**config.mk**
```make
export PLATFORM = sky130hd
export DESIGN_NAME = mormap_cell
export DESIGN_NICKNAME = d
export VERILOG_FILES = /design/src/hdl/mormap_pkg.sv /design/src/hdl/mormap_cell.sv
export SDC_FILE = /design/constraint.sdc
export NUM_CORES = 2
export LEC_CHECK = 0
export BUFFER_PORTS_ARGS = -buffer_cell sky130_fd_sc_hd__buf_2
export CORE_ASPECT_RATIO = 1.5
export CORE_MARGIN = 1.5
export CORE_UTILIZATION = 45
export CTS_BUF_LIST = sky130_fd_sc_hd__clkbuf_2 sky130_fd_sc_hd__clkbuf_4 sky130_fd_sc_hd__clkbuf_8
export DETAILED_ROUTE_END_ITERATION = 6
export HOLD_SLACK_MARGIN = 0.1
export PLACE_DENSITY = 0.66
export RECOVER_POWER = 25
export REMOVE_ABC_BUFFERS = 1
export SYNTH_ARGS = -nofsm -noshare
export SYNTH_HDL_FRONTEND = slang
export SYNTH_SLANG_ARGS = --single-unit
```
**constraint.sdc**
```tcl
create_clock -name clk -period 7.4 [get_ports clk]
set_input_delay 0.74 -clock clk [delete_from_list [all_inputs] [get_ports clk]]
set_output_delay 0.74 -clock clk [all_outputs]
set_load 0.02 [all_outputs]
```
**src/hdl/mormap_pkg.sv**
```systemverilog
// Shared types, widths and codes for the masked orthogonal rank mapper.
`default_nettype none

package mormap_pkg;

	localparam int DIM_SLOTS  = 5;
	localparam int SIZE_W     = 13;
	localparam int FIELD_W    = 16;
	localparam int WORLD_W    = 17;
	localparam int GS_W       = 18;
	localparam int RECIP_W    = 32;
	localparam int DIVD_W     = 33;
	localparam int CNT_W      = 6;
	localparam int CFG_ADDR_W = 3;
	localparam int CFG_DATA_W = 17;
	localparam int IN_DATA_W  = 32;
	localparam int OUT_DATA_W = 56;

	localparam logic [GS_W-1:0]    GS_CAP       = 18'h20000;
	localparam logic [WORLD_W-1:0] GS_FIELD_MAX = 17'h1FFFF;
	localparam logic [CNT_W-1:0]   DIV_STEPS    = 6'd33;
	localparam logic [DIVD_W-1:0]  RECIP_NUMER  = 33'h1_0000_0000;

	typedef enum logic [CFG_ADDR_W-1:0] {
		REG_DIM_SIZE_0 = 3'd0,
		REG_DIM_SIZE_1 = 3'd1,
		REG_DIM_SIZE_2 = 3'd2,
		REG_DIM_SIZE_3 = 3'd3,
		REG_DIM_SIZE_4 = 3'd4,
		REG_DIM_MASK   = 3'd5,
		REG_WORLD_SIZE = 3'd6
	} cfg_reg_t;

	typedef enum logic [1:0] {
		STATUS_OK          = 2'd0,
		STATUS_INDIVISIBLE = 2'd1,
		STATUS_RANGE       = 2'd2
	} status_t;

	typedef enum logic [2:0] {
		SU_PROD,
		SU_RECIP_GO,
		SU_RECIP_WAIT,
		SU_COUNT_GO,
		SU_COUNT_WAIT,
		SU_READY
	} setup_state_t;

	typedef struct packed {
		logic [SIZE_W-1:0]  size;
		logic               masked;
		logic [RECIP_W-1:0] recip;
	} cell_cfg_t;

	typedef struct packed {
		logic [FIELD_W-1:0] qr;
		logic [FIELD_W-1:0] qg;
		status_t            status;
	} item_t;

	typedef struct packed {
		logic               busy;
		logic               fault;
		logic [GS_W-1:0]    gs;
		logic [WORLD_W-1:0] count;
	} setup_info_t;

	function automatic logic [SIZE_W-1:0] eff_size(input logic [SIZE_W-1:0] v);
		return (v == '0) ? SIZE_W'(1) : v;
	endfunction

endpackage

`default_nettype wire

```
**src/hdl/mormap_cell.sv**
```systemverilog
// One dimension cell: peels a mixed-radix digit and adds its weighted stride to the rank.
`default_nettype none

module mormap_cell import mormap_pkg::*; #(
	parameter int RANK_BITS = 16
) (
	input  wire logic             clk,
	input  wire logic             arst_n,
	input  wire cell_cfg_t        cfg,
	input  wire logic [RANK_BITS:0] stride,
	input  wire logic             in_valid,
	output logic                  in_ready,
	input  wire item_t            in_item,
	input  wire logic [RANK_BITS:0] in_acc,
	output logic                  out_valid,
	input  wire logic             out_ready,
	output item_t                 out_item,
	output logic [RANK_BITS:0]    out_acc
);

	localparam int ACC_W = RANK_BITS + 1;
	localparam int MUL_W = FIELD_W + RECIP_W;
	localparam int PRD_W = SIZE_W + ACC_W;
	localparam logic [ACC_W-1:0] ACC_CAP = {1'b1, {RANK_BITS{1'b0}}};

	logic               v_s1_q, v_s2_q, v_s3_q, v_s4_q;
	logic               en_s1, en_s2, en_s3, en_s4;
	item_t              item_s1, item_s2, item_s3, item_s4;
	logic [ACC_W-1:0]   acc_s1, acc_s2, acc_s3, acc_s4;
	logic [MUL_W-1:0]   prod_s1;
	logic [FIELD_W-1:0] qe_s2;
	logic [FIELD_W-1:0] t_s2;
	logic [SIZE_W-1:0]  digit_s3;

	logic [FIELD_W-1:0] q_in;
	logic [FIELD_W-1:0] qe;
	logic [FIELD_W-1:0] q_s2;
	logic [FIELD_W-1:0] r_s2;
	logic               fix_s2;
	logic [FIELD_W-1:0] quo_s2;
	logic [FIELD_W-1:0] rem_s2;
	item_t              item_nx;
	logic [PRD_W-1:0]   wprod;
	logic [PRD_W-1:0]   wsum;

	always_comb begin
		en_s4  = !v_s4_q || out_ready;
		en_s3  = !v_s3_q || en_s4;
		en_s2  = !v_s2_q || en_s3;
		en_s1  = !v_s1_q || en_s2;
		q_in   = cfg.masked ? in_item.qr : in_item.qg;
		qe     = prod_s1[MUL_W-1:RECIP_W];
		q_s2   = cfg.masked ? item_s2.qr : item_s2.qg;
		r_s2   = q_s2 - t_s2;
		fix_s2 = (r_s2 >= FIELD_W'(cfg.size));
		quo_s2 = fix_s2 ? qe_s2 + FIELD_W'(1) : qe_s2;
		rem_s2 = fix_s2 ? r_s2 - FIELD_W'(cfg.size) : r_s2;
		item_nx = item_s2;
		if (cfg.masked) item_nx.qr = quo_s2;
		else item_nx.qg = quo_s2;
		wprod  = PRD_W'(digit_s3) * PRD_W'(stride);
		wsum   = PRD_W'(acc_s3) + wprod;
	end

	always_ff @(posedge clk or negedge arst_n) begin
		if (!arst_n) begin
			v_s1_q <= 1'b0;
			v_s2_q <= 1'b0;
			v_s3_q <= 1'b0;
			v_s4_q <= 1'b0;
		end else begin
			if (en_s1) v_s1_q <= in_valid;
			if (en_s2) v_s2_q <= v_s1_q;
			if (en_s3) v_s3_q <= v_s2_q;
			if (en_s4) v_s4_q <= v_s3_q;
		end
	end

	always_ff @(posedge clk) begin
		if (en_s1) begin
			prod_s1 <= MUL_W'(q_in) * MUL_W'(cfg.recip);
			item_s1 <= in_item;
			acc_s1  <= in_acc;
		end
		if (en_s2) begin
			qe_s2   <= qe;
			t_s2    <= FIELD_W'(qe * FIELD_W'(cfg.size));
			item_s2 <= item_s1;
			acc_s2  <= acc_s1;
		end
		if (en_s3) begin
			digit_s3 <= rem_s2[SIZE_W-1:0];
			item_s3  <= item_nx;
			acc_s3   <= acc_s2;
		end
		if (en_s4) begin
			item_s4 <= item_s3;
			acc_s4  <= (wsum > PRD_W'(ACC_CAP)) ? ACC_CAP : wsum[ACC_W-1:0];
		end
	end

	assign in_ready  = en_s1;
	assign out_valid = v_s4_q;
	assign out_item  = item_s4;
	assign out_acc   = acc_s4;

endmodule

`default_nettype wire

```
==> reports/summary.txt <==
CP Launch Type -> flop
Sequential cell area fraction in the yosys report -> 0.214
Initial Utilization -> 0.456
Final Critical Period -> 7.22 ns
Critical Path RT -> 7.84 ns
IO buf count -> 170
GPL Wtd Cong -> 0.938
Slew of the pin with the lowest slew margin -> 1.00 ns
Fraction of layout cells with a size suffix above 1 -> 0.128
Tot GR Track Use -> 0.243
Worst Hold Class -> in2reg
CTS buffer count -> 46
Status -> finished, final reports clean
CTS tree -> yes
GRT overflow -> 0
Final hold violations -> 0
Nets -> 5,058
H-tree depth -> 2
Number of flops mapped to enable cells by yosys -> 265
CTS clk-pin slew, worst paths -> 0.06 ns
Number of remaining DRC errors -> 0
Synth unique cells -> 68
DIE AREA -> 85,400 sq um
CTS Buffer Depth -> 3
Max cap viols -> 0
Antenna viol nets, final -> 0
Vert. Die Dim -> 357 um
Tcrit/Tclk final -> 0.976
Cell taking the most area after synthesis -> fa_1
Main flop type after synthesis -> edfxtp_1
Multi-input gate area in the final layout -> 26,200 sq um
Final Setup Violations -> 0
Post-DP HPWL -> 81.8 mm
FFs w/ async S/R, synth -> 0.0149
Vias in the first global route -> 29,400
Core Footprint -> 82,600 sq um
RSZ-0062 raised after global routing -> no
Fill cells -> 7,612
Synth Instances -> 3,713
Top cells by area, synth -> fa_1, edfxtp_1, ha_1
Yosys reg bits -> 269
Hold_ws -> 0.316 ns
Max_slew headroom -> 0.330
Max Clock Skew -> 0.0261 ns
YS warnings -> 0
Vias per cell -> 5.24
First-pass GRT wire length -> 158 mm
Yosys top cell area share -> 0.361
Root Buffer -> clkbuf_8
Synth-to-Final Area Change -> 12.0%
Rows -> 129
Initial antenna violation count -> 3
DR WL/cell -> 19.7 um
Vias -> 26,900
Worst setup path class -> reg2reg
Register area -> 8060 sq um
Worst Setup End Kind -> flop
Initial DRC Count -> 1,604
Largest net degree at the start of global routing -> 69
Peak fanout along the critical path -> 16
Clk_lat worst skew -> 0.60 ns
Total Wirelength -> 101 mm
Synth Cell Area -> 37,600 sq um
Fmax -> 138 MHz
TritonRoute pass-1 iters -> 5
Final Max Tran Viols -> 0
CTS sink count -> 269
I/O pin count -> 171
CP arrival -> 7.66 ns
Die width -> 239 um
Avg Cell Area, Syn -> 10.1 sq um
-- cell families (layout without fill, tap and decap cells) --
| family | count (synthesis) | count (layout) | synth area share |
|---|---|---|---|
| AO/OA/AOI/OAI | 264 | 264 | 0.0462 |
| AND/OR/NAND/NOR | 1141 | 1141 | 0.151 |
| adder cells (fa/ha/maj) | 955 | 955 | 0.453 |
| buffers and inverters | 910 | 1217 | 0.0915 |
| flip-flops | 269 | 269 | 0.214 |
| XOR/XNOR | 104 | 104 | 0.0242 |
| multiplexers | 70 | 70 | 0.0206 |
| other | 0 | 1 | 0 |
-- worst max-delay path: stages (launching register included) --
cell and delay, ns:
edfxtp_1 0.55, buf_4 0.25, and2_1 0.18, fa_1 0.49, inv_1 0.06, fa_1 0.48, inv_1 0.07, fa_1 0.49
fa_1 0.55, fa_1 0.52, inv_1 0.06, fa_1 0.49, inv_1 0.04, ha_1 0.38, and3_1 0.18, a221o_1 0.37
a311o_1 0.37, a21oi_2 0.22, nor4b_1 0.08, nor4_1 0.24, nand4_1 0.19, nor4_4 0.37, buf_12 0.18, and4_1 0.25
-- layout make-up --
class	instances	area share
diodes	1	0.0000593
inverters	751	0.0668
repair buffers	383	0.0648
flip-flops and latches	269	0.191
clock inverters	25	0.00404
clock buffers	58	0.0177
multi-input cells	2534	0.622
well taps	1113	0.0330
-- path summary, 6_finish.rpt --
| kind | startpoint | to | slack, ns | depth (start not counted) |
|---|---|---|---|---|
| max | digit_s3[3]$_DFFE_PP_ | out_acc[14]$_SDFFCE_PN0P_ | 0.18 | 23 |
| min | in_acc[1] | acc_s1[1]$_DFFE_PP_ | 0.32 | 1 |
| max reg2reg | digit_s3[3]$_DFFE_PP_ | out_acc[14]$_SDFFCE_PN0P_ | 0.18 | 23 |
| min reg2reg | item_nx[1]$_DFFE_PP_ | item_s3[1]$_DFFE_PP_ | 0.41 | 0 |
| max in group asynchronous | arst_n | v_s2_q$_DFFE_PN0P_ | 6.68 | 2 |
| min in group asynchronous | arst_n | out_valid$_DFFE_PN0P_ | 0.54 | 2 |
-- registers in the layout, indices dropped and copies added (netlist names), 2 cells and up --
register / cells
prod_s1: 16
t_s2: 16
digit_s3: 13
out_acc: 17
item_s1: 34
qe_s2: 16
out_item: 34
acc_s1: 17
item_s2: 32
item_s3: 34
item_nx: 2
acc_s3: 17
acc_s2: 17
-- through the flow --
stage          TNS, ns  setup WS, ns  std cells   util  instance area, sq um
2_1_floorplan    -2.60        -0.498       3554      -                 37000
3_3_place_gp     -4.99        -0.410       5049  0.499                 41200
3_5_place_dp     -4.53        -0.446       5049  0.499                 41200
4_1_cts              0       0.00197       5133  0.510                 42200
5_1_grt              0       0.00765       5133  0.510                 42200
6_report             0         0.178       5134  0.510                 42200
-- timing repair --
action | in CTS | in global routing
endpoints found under the setup margin | 0 | 23
gates resized for setup | 0 | 13
buffers inserted | 0 | 0
hold buffers | 1 | 0
endpoints found under the hold margin | 4 | 0
-- cells in the final DEF, fill, tap and decap left out, types with 50 or more instances in the layout --
| master | n |
|---|---|
| fa_1 | 678 |
| edfxtp_1 | 265 |
| inv_1 | 750 |
| clkbuf_8 | 50 |
| nor2b_1 | 102 |
| ha_1 | 277 |
| a21oi_1 | 74 |
| buf_4 | 187 |
| and2_1 | 270 |
| nand2_1 | 561 |
| mux2_2 | 59 |
| buf_2 | 137 |
| xnor2_1 | 68 |
-- cell usage after synthesis (5+ instances only) --
cell type  count
a221oi_1       5
or2_2          5
o21a_1        11
clkbuf_1     144
nand3_1       32
a21oi_1       78
and3_1        14
nor3_1        14
fa_1         678
a211oi_1       9
edfxtp_1     265
nand2b_1      22
nand2_1      562
xor2_1        36
mux2_2        59
buf_2          8
or4_1          8
o21ai_0       47
and2_1       270
ha_1         277
nor4_1         7
and4_1        16
o21bai_1      12
or3_1          7
mux2i_1       11
and4b_1        5
nor2_1        45
o211ai_1      12
xnor2_1       68
nor2b_1      102
a21o_1        40
inv_1        751
o31ai_1        8
nand4_1       19
-- per-layer routing --
| layer | track usage | vias up | routed length, um |
|---|---|---|---|
| li1 | - | 12000 | - |
| met4 | 0.108 | 6 | 5140 |
| met1 | 0.268 | 13700 | 35800 |
| met5 | 0 | - | 38 |
| met3 | 0.0262 | 277 | 5230 |
| met2 | 0.465 | 838 | 54800 |
Power is left out: the tool's default activity adds up to more than one toggle a clock period on the data nets, which glitch-free logic cannot reach.
