--- config.mk ---
export PLATFORM = sky130hd
export DESIGN_NAME = mormap_setup
export DESIGN_NICKNAME = d
export VERILOG_FILES = /design/src/hdl/mormap_pkg.sv /design/src/hdl/mormap_div.sv /design/src/hdl/mormap_setup.sv
export SDC_FILE = /design/constraint.sdc
export NUM_CORES = 2
export LEC_CHECK = 0
export ABC_AREA = 1
export BUFFER_PORTS_ARGS = -buffer_cell sky130_fd_sc_hd__buf_4
export CAP_MARGIN = 5
export CORE_ASPECT_RATIO = 0.6
export CORE_MARGIN = 4
export CORE_UTILIZATION = 35
export DETAILED_ROUTE_END_ITERATION = 10
export GPL_TIMING_DRIVEN = 0
export PLACE_DENSITY = 0.57
export SLEW_MARGIN = 10
export SYNTH_ARGS = -nofsm -noshare
export SYNTH_HDL_FRONTEND = slang
export SYNTH_SLANG_ARGS = --single-unit
--- constraint.sdc ---
create_clock -name clk -period 9 [get_ports clk]
set_clock_uncertainty 0.15 [all_clocks]
set_input_delay 0.9 -clock clk [delete_from_list [all_inputs] [get_ports clk]]
set_output_delay 0.9 -clock clk [all_outputs]
set_load 0.02 [all_outputs]
--- src/hdl/mormap_pkg.sv ---
// Shared types, widths and codes for the masked orthogonal rank mapper.
`default_nettype none

package mormap_pkg;

	localparam int DIM_SLOTS  = 5;
	localparam int SIZE_W     = 13;
	localparam int FIELD_W    = 16;
	localparam int WORLD_W    = 17;
	localparam int GS_W       = 18;
	localparam int RECIP_W    = 32;
	localparam int DIVD_W     = 33;
	localparam int CNT_W      = 6;
	localparam int CFG_ADDR_W = 3;
	localparam int CFG_DATA_W = 17;
	localparam int IN_DATA_W  = 32;
	localparam int OUT_DATA_W = 56;

	localparam logic [GS_W-1:0]    GS_CAP       = 18'h20000;
	localparam logic [WORLD_W-1:0] GS_FIELD_MAX = 17'h1FFFF;
	localparam logic [CNT_W-1:0]   DIV_STEPS    = 6'd33;
	localparam logic [DIVD_W-1:0]  RECIP_NUMER  = 33'h1_0000_0000;

	typedef enum logic [CFG_ADDR_W-1:0] {
		REG_DIM_SIZE_0 = 3'd0,
		REG_DIM_SIZE_1 = 3'd1,
		REG_DIM_SIZE_2 = 3'd2,
		REG_DIM_SIZE_3 = 3'd3,
		REG_DIM_SIZE_4 = 3'd4,
		REG_DIM_MASK   = 3'd5,
		REG_WORLD_SIZE = 3'd6
	} cfg_reg_t;

	typedef enum logic [1:0] {
		STATUS_OK          = 2'd0,
		STATUS_INDIVISIBLE = 2'd1,
		STATUS_RANGE       = 2'd2
	} status_t;

	typedef enum logic [2:0] {
		SU_PROD,
		SU_RECIP_GO,
		SU_RECIP_WAIT,
		SU_COUNT_GO,
		SU_COUNT_WAIT,
		SU_READY
	} setup_state_t;

	typedef struct packed {
		logic [SIZE_W-1:0]  size;
		logic               masked;
		logic [RECIP_W-1:0] recip;
	} cell_cfg_t;

	typedef struct packed {
		logic [FIELD_W-1:0] qr;
		logic [FIELD_W-1:0] qg;
		status_t            status;
	} item_t;

	typedef struct packed {
		logic               busy;
		logic               fault;
		logic [GS_W-1:0]    gs;
		logic [WORLD_W-1:0] count;
	} setup_info_t;

	function automatic logic [SIZE_W-1:0] eff_size(input logic [SIZE_W-1:0] v);
		return (v == '0) ? SIZE_W'(1) : v;
	endfunction

endpackage

`default_nettype wire

--- src/hdl/mormap_div.sv ---
// Restoring divider, one quotient bit per cycle.
`default_nettype none

module mormap_div import mormap_pkg::*; (
	input  wire logic              clk,
	input  wire logic              arst_n,
	input  wire logic              start,
	input  wire logic [DIVD_W-1:0] dividend,
	input  wire logic [GS_W-1:0]   divisor,
	output logic                   done,
	output logic [DIVD_W-1:0]      quot,
	output logic [GS_W-1:0]        rem
);

	logic [DIVD_W-1:0] dvd_q;
	logic [GS_W-1:0]   rem_q;
	logic [GS_W-1:0]   dsr_q;
	logic [CNT_W-1:0]  cnt_q;
	logic              run_q;
	logic              done_q;
	logic [GS_W:0]     trial;
	logic              ge;

	always_comb begin
		trial = {rem_q, dvd_q[DIVD_W-1]};
		ge    = (trial >= {1'b0, dsr_q});
	end

	always_ff @(posedge clk or negedge arst_n) begin
		if (!arst_n) begin
			run_q  <= 1'b0;
			done_q <= 1'b0;
			cnt_q  <= '0;
		end else begin
			done_q <= 1'b0;
			if (start) begin
				run_q <= 1'b1;
				cnt_q <= DIV_STEPS;
			end else if (run_q) begin
				cnt_q <= cnt_q - CNT_W'(1);
				if (cnt_q == CNT_W'(1)) begin
					run_q  <= 1'b0;
					done_q <= 1'b1;
				end
			end
		end
	end

	always_ff @(posedge clk) begin
		if (start) begin
			dvd_q <= dividend;
			rem_q <= '0;
			dsr_q <= divisor;
		end else if (run_q) begin
			dvd_q <= {dvd_q[DIVD_W-2:0], ge};
			rem_q <= ge ? GS_W'(trial - {1'b0, dsr_q}) : trial[GS_W-1:0];
		end
	end

	assign done = done_q;
	assign quot = dvd_q;
	assign rem  = rem_q;

endmodule

`default_nettype wire

--- src/hdl/mormap_setup.sv ---
// Configuration registers and the sequencer that derives strides, reciprocals and group count.
`default_nettype none

module mormap_setup import mormap_pkg::*; #(
	parameter int NUM_DIMS  = 5,
	parameter int RANK_BITS = 16
) (
	input  wire logic                  clk,
	input  wire logic                  arst_n,
	input  wire logic                  cfg_we,
	input  wire logic [CFG_ADDR_W-1:0] cfg_addr,
	input  wire logic [CFG_DATA_W-1:0] cfg_wdata,
	output cell_cfg_t                  cell_cfg [NUM_DIMS],
	output logic [RANK_BITS:0]         stride [NUM_DIMS],
	output setup_info_t                info
);

	localparam int IDX_W  = (NUM_DIMS > 1) ? $clog2(NUM_DIMS) : 1;
	localparam int ACC_W  = RANK_BITS + 1;
	localparam int GP_W   = ACC_W + SIZE_W;
	localparam int GSP_W  = GS_W + SIZE_W;
	localparam logic [IDX_W-1:0] IDX_LAST   = IDX_W'(NUM_DIMS - 1);
	localparam logic [ACC_W-1:0] STRIDE_CAP = {1'b1, {RANK_BITS{1'b0}}};

	logic [SIZE_W-1:0]  dim_size_q [NUM_DIMS];
	logic [NUM_DIMS-1:0] mask_q;
	logic [WORLD_W-1:0] world_q;
	setup_state_t       state_q, state_d;
	logic [IDX_W-1:0]   idx_q;
	logic [ACC_W-1:0]   g_q;
	logic [GS_W-1:0]    gs_q;
	logic [ACC_W-1:0]   stride_q [NUM_DIMS];
	logic [RECIP_W-1:0] recip_q [NUM_DIMS];
	logic [WORLD_W-1:0] count_q;
	logic               fault_q;

	logic [SIZE_W-1:0]  size_eff [NUM_DIMS];
	logic [SIZE_W-1:0]  cur_size;
	logic               cur_masked;
	logic [GP_W-1:0]    g_prod;
	logic [GSP_W-1:0]   gs_prod;
	logic [ACC_W-1:0]   g_next;
	logic [GS_W-1:0]    gs_next;
	logic               idx_last;

	logic               div_start;
	logic [DIVD_W-1:0]  div_dividend;
	logic [GS_W-1:0]    div_divisor;
	logic               div_done;
	logic [DIVD_W-1:0]  div_quot;
	logic [GS_W-1:0]    div_rem;
	logic               recip_we;
	logic               count_we;
	logic               idx_step;
	logic               busy;

	mormap_div u_div (
		.clk      (clk),
		.arst_n   (arst_n),
		.start    (div_start),
		.dividend (div_dividend),
		.divisor  (div_divisor),
		.done     (div_done),
		.quot     (div_quot),
		.rem      (div_rem)
	);

	always_comb begin
		for (int i = 0; i < NUM_DIMS; i++) begin
			size_eff[i] = eff_size(dim_size_q[i]);
		end
		cur_size   = size_eff[idx_q];
		cur_masked = mask_q[idx_q];
		idx_last   = (idx_q == IDX_LAST);
		g_prod     = GP_W'(g_q) * GP_W'(cur_size);
		gs_prod    = GSP_W'(gs_q) * GSP_W'(cur_size);
		g_next     = (g_prod > GP_W'(STRIDE_CAP)) ? STRIDE_CAP : g_prod[ACC_W-1:0];
		gs_next    = (gs_prod > GSP_W'(GS_CAP)) ? GS_CAP : gs_prod[GS_W-1:0];
	end

	always_comb begin
		state_d = state_q;
		unique case (state_q)
			SU_PROD: begin
				if (idx_last) state_d = SU_RECIP_GO;
			end
			SU_RECIP_GO: begin
				state_d = SU_RECIP_WAIT;
			end
			SU_RECIP_WAIT: begin
				if (div_done) state_d = idx_last ? SU_COUNT_GO : SU_RECIP_GO;
			end
			SU_COUNT_GO: begin
				state_d = SU_COUNT_WAIT;
			end
			SU_COUNT_WAIT: begin
				if (div_done) state_d = SU_READY;
			end
			SU_READY: begin
				state_d = SU_READY;
			end
			default: begin
				state_d = SU_PROD;
			end
		endcase
		if (cfg_we) state_d = SU_PROD;
	end

	always_comb begin
		div_start    = (state_q == SU_RECIP_GO) || (state_q == SU_COUNT_GO);
		div_dividend = (state_q == SU_COUNT_GO) ? DIVD_W'(world_q) : RECIP_NUMER;
		div_divisor  = (state_q == SU_COUNT_GO) ? gs_q : GS_W'(cur_size);
		recip_we     = (state_q == SU_RECIP_WAIT) && div_done;
		count_we     = (state_q == SU_COUNT_WAIT) && div_done;
		idx_step     = (state_q == SU_PROD) || recip_we;
		busy         = (state_q != SU_READY);
	end

	always_ff @(posedge clk or negedge arst_n) begin
		if (!arst_n) begin
			for (int i = 0; i < NUM_DIMS; i++) begin
				dim_size_q[i] <= SIZE_W'(1);
			end
			mask_q  <= '0;
			world_q <= WORLD_W'(1);
		end else if (cfg_we) begin
			for (int i = 0; i < NUM_DIMS; i++) begin
				if (cfg_addr == CFG_ADDR_W'(REG_DIM_SIZE_0) + CFG_ADDR_W'(i)) begin
					dim_size_q[i] <= cfg_wdata[SIZE_W-1:0];
				end
			end
			if (cfg_addr == REG_DIM_MASK) mask_q <= cfg_wdata[NUM_DIMS-1:0];
			if (cfg_addr == REG_WORLD_SIZE) world_q <= cfg_wdata[WORLD_W-1:0];
		end
	end

	always_ff @(posedge clk or negedge arst_n) begin
		if (!arst_n) begin
			state_q <= SU_PROD;
			idx_q   <= '0;
			g_q     <= ACC_W'(1);
			gs_q    <= GS_W'(1);
			count_q <= '0;
			fault_q <= 1'b0;
		end else begin
			state_q <= state_d;
			if (cfg_we) begin
				idx_q <= '0;
				g_q   <= ACC_W'(1);
				gs_q  <= GS_W'(1);
			end else begin
				if (idx_step) idx_q <= idx_last ? '0 : idx_q + IDX_W'(1);
				if (state_q == SU_PROD) begin
					g_q <= g_next;
					if (cur_masked) gs_q <= gs_next;
				end
				if (count_we) begin
					count_q <= div_quot[WORLD_W-1:0];
					fault_q <= (div_rem != '0);
				end
			end
		end
	end

	always_ff @(posedge clk) begin
		if (!cfg_we && state_q == SU_PROD) stride_q[idx_q] <= g_q;
		if (!cfg_we && recip_we) begin
			recip_q[idx_q] <= div_quot[DIVD_W-1] ? '1 : div_quot[RECIP_W-1:0];
		end
	end

	always_comb begin
		for (int i = 0; i < NUM_DIMS; i++) begin
			cell_cfg[i].size   = size_eff[i];
			cell_cfg[i].masked = mask_q[i];
			cell_cfg[i].recip  = recip_q[i];
			stride[i]          = stride_q[i];
		end
		info.busy  = busy;
		info.fault = fault_q;
		info.gs    = gs_q;
		info.count = count_q;
	end

endmodule

`default_nettype wire

==> run metrics <==
Die Ht roughly 250 µm; most frequent cell after synthesis nand2_1; post-synthesis mux area share less than 1%; simple-gate portion of the synthesized area roughly 18%; Least-Margin Pin Slew 1150 ps; Slew Limit Fails 0; total of max-cap violations 0; vias in the first global route 26,800; type of destination of the critical path flip-flop; Synth top cells by count nand2_1, inv_1, nor2_1, fa_1, edfxtp_1; initial drt markers roughly 3,000; I/O pin total 375; Num CTS Buffers 48; row cnt 88; Starting Density 35.5%; fmax 112 MHz; Mapped Cells roughly 3,800; worst vdd ir 0.231 mV; clk root buf clkbuf_16; Synth Area in Adders 26.3%; H-tree level count 2; Worst path max stage delay around 600 ps; Synth area leader edfxtp_1; CP max FO 10; Distinct cells, synth 60; Placed Instances 5,513; Seq/Total Area, Yosys about two fifths; TritonCTS clock tree done; YS warnings 0; filler-free cell count of the finished design about 5,600; Layout fillers around 9,700; largest family of logic cells by synthesized area adder cells; port bufs between 300 and 400; Synth Area in XOR/XNOR 0.715%; Synth Register Bits ~470; Vias 27,600; GRT Util Overall between 20% and 30%; PD cells roughly 400 nW/µm²; register clock-pin slew on the reported worst setup and hold paths roughly 60 ps; crit share post-route about 100%; Mapped Nets between 4,000 and 5,000; Synth Area in Compound Gates under 10%; Slowest-stage cell, CP fa_1; Synth Area per Inst ~9.0 µm²; post-CTS setup buffers 0; first-pass GRT wire length around 180,000 µm; Post-synth EDFFs a little under 300; leakage roughly 0.02 µW; Clock Path Buffers 3; Final Total Pwr approximately 16,000 µW; Final min period around 9000 ps; critical path arrival approximately 9300 ps; drc violations 0; Worst Hold Class input pin to async pin; RSZ-0062 raised after global routing no; grt total ovfl 0; Main synth FF type edfxtp_1; fin nets 4,796; Setup Viol. Count Final 0; largest net degree at the start of global routing 86; DP HPWL ~95,000 µm; Synth area leaders edfxtp_1, fa_1, dfrtp_1, nand2_1, inv_1; Post-DRT Antenna Nets 0; path type of the worst setup path flip-flop to flip-flop; WL/cell roughly 21 µm; Vias/cell just under 5; die width roughly 410 µm; clock network latency to the later pin of the worst-skew pair about 650 ps; n_diodes 0; number of detailed-routing iterations run before antenna repair 8; Finished Core Util 42.1%; area delta synth->final 18.6%; core area 96,700 µm²; Final Hold Viols 0; TritonCTS Sinks between 400 and 500; total die area approximately 100,000 µm²; post-synthesis cell area ~34,000 µm²; Placer Congestion between 0.9 and 1; Async SR Flop Fraction between 30 and 40%; Fin Setup TNS 0 ps; WL final ~120,000 µm; layout cell share with drive strength beyond 1 14.7%; Required @ worst endpoint 9360 ps; initial antenna violation count 8; Slew headroom about 23%; Setup crit start kind flip-flop; Synth top area share between 20% and 30%; run status complete, no violations
==> cells in the final DEF, fill, tap and decap left out, drive strengths merged, types with 11 or more instances in the layout <==
| cell | count |
|---|---|
| fa | 342 |
| nand3 | 113 |
| a21oi | 67 |
| clkbuf | 172 |
| ha | 173 |
| edfxtp | 296 |
| xnor2 | 11 |
| dfrtp | 146 |
| nand2 | 889 |
| dfxtp | 18 |
| o22ai | 24 |
| nor2 | 396 |
| o21ai | 218 |
| nand3b | 11 |
| inv | 807 |
| nand4 | 25 |
| nor3 | 20 |
| xor2 | 17 |
| buf | 447 |
| o211ai | 11 |
| clkinv | 18 |
==> sequential cells by signal (all words and copies together) (netlist names) <==
| name | cells |
|---|---|
| state_q | 3 |
| dim_size_q | 65 |
| u_div.rem | 18 |
| recip_q | 160 |
| idx_q | 3 |
| stride_q | 85 |
| count_q | 17 |
| u_div.run_q | 1 |
| world_q | 17 |
| u_div.cnt_q | 6 |
| u_div.dsr_q | 18 |
| u_div.quot | 33 |
| gs_q | 18 |
| mask_q | 5 |
| u_div.done | 1 |
| fault_q | 1 |
| g_q | 17 |
==> layout make-up <==
class                      count  area [µm²]  area share, %
clock buffer                  65        1280           3.16
multi-input combinational   2372       17500           42.9
buffer                       172         788           1.94
timing repair buffer         384        3010           7.39
clock inverter                23         353          0.867
inverter                     812        3050           7.49
sequential                   468       13100           32.2
tap                         1305        1630           4.01
==> per-layer routing <==
metal  part of all wire [%]  track usage, %  up-vias
met4                    1.4            3.62        4
met2                     40            31.1     1240
met5                   0.16            1.21        -
met3                     12            7.22      121
met1                     47            35.3    13700
li1                       -               -    12600
==> power by group <==
part           total (µW)  switching [µW]  internal [µW]
Clock                2120             934           1190
Sequential           3280             371           2910
Combinational       11100            7670           3400
Total               16500            8970           7500
==> critical path, delay by kind of cell (launching register included) <==
kind,cells,cell delay [ps]
AOI/OAI and AO/OA,4,880
adders and majority gates,6,2930
DFF,1,430
buffers and inverters,10,1570
and+or+nand+nor,16,2750
==> through the flow <==
stage               setup WS, ps  hold WS, ps  instance area [µm²]
floorplan                   2660          303                34300
CTS                          171          169                40600
global route                35.1          212                40700
global placement             242          319                38700
detailed placement           234          323                39000
finish                      95.3          169                40700
==> what timing repair did <==
action,CTS,global route
gates resized for setup,0,17
hold buffers,0,0
endpoints found under the setup margin,0,34
==> final timing paths <==
path                                             from                    endpoint  slack (ps)  cells past startpoint
max in group asynchronous                      arst_n     count_q[14]$_DFFE_PN0P_        7660                      2
hold reg to reg            u_div.cnt_q[4]$_DFFE_PN0P_  u_div.cnt_q[4]$_DFFE_PN0P_         340                      1
setup reg to reg                 idx_q[1]$_DFFE_PN0P_        gs_q[14]$_DFFE_PN0P_         100                     36
hold / removal                                 arst_n   dim_size_q[6]$_DFFE_PN0P_         170                      1
min in group clk           u_div.cnt_q[4]$_DFFE_PN0P_  u_div.cnt_q[4]$_DFFE_PN0P_         340                      1
setup / recovery                 idx_q[1]$_DFFE_PN0P_        gs_q[14]$_DFFE_PN0P_         100                     36
==> cell families (layout without fill, tap and decap cells) <==
family | after synthesis | count (layout)
and+or+nand+nor | 1475 | 1475
AOI/OAI and AO/OA | 351 | 351
buffers and inverters | 984 | 1456
xor gates and xnor gates | 28 | 28
muxes | 3 | 3
DFF | 468 | 468
adders and majority gates | 515 | 515
Power figures use the tool's default switching activity.
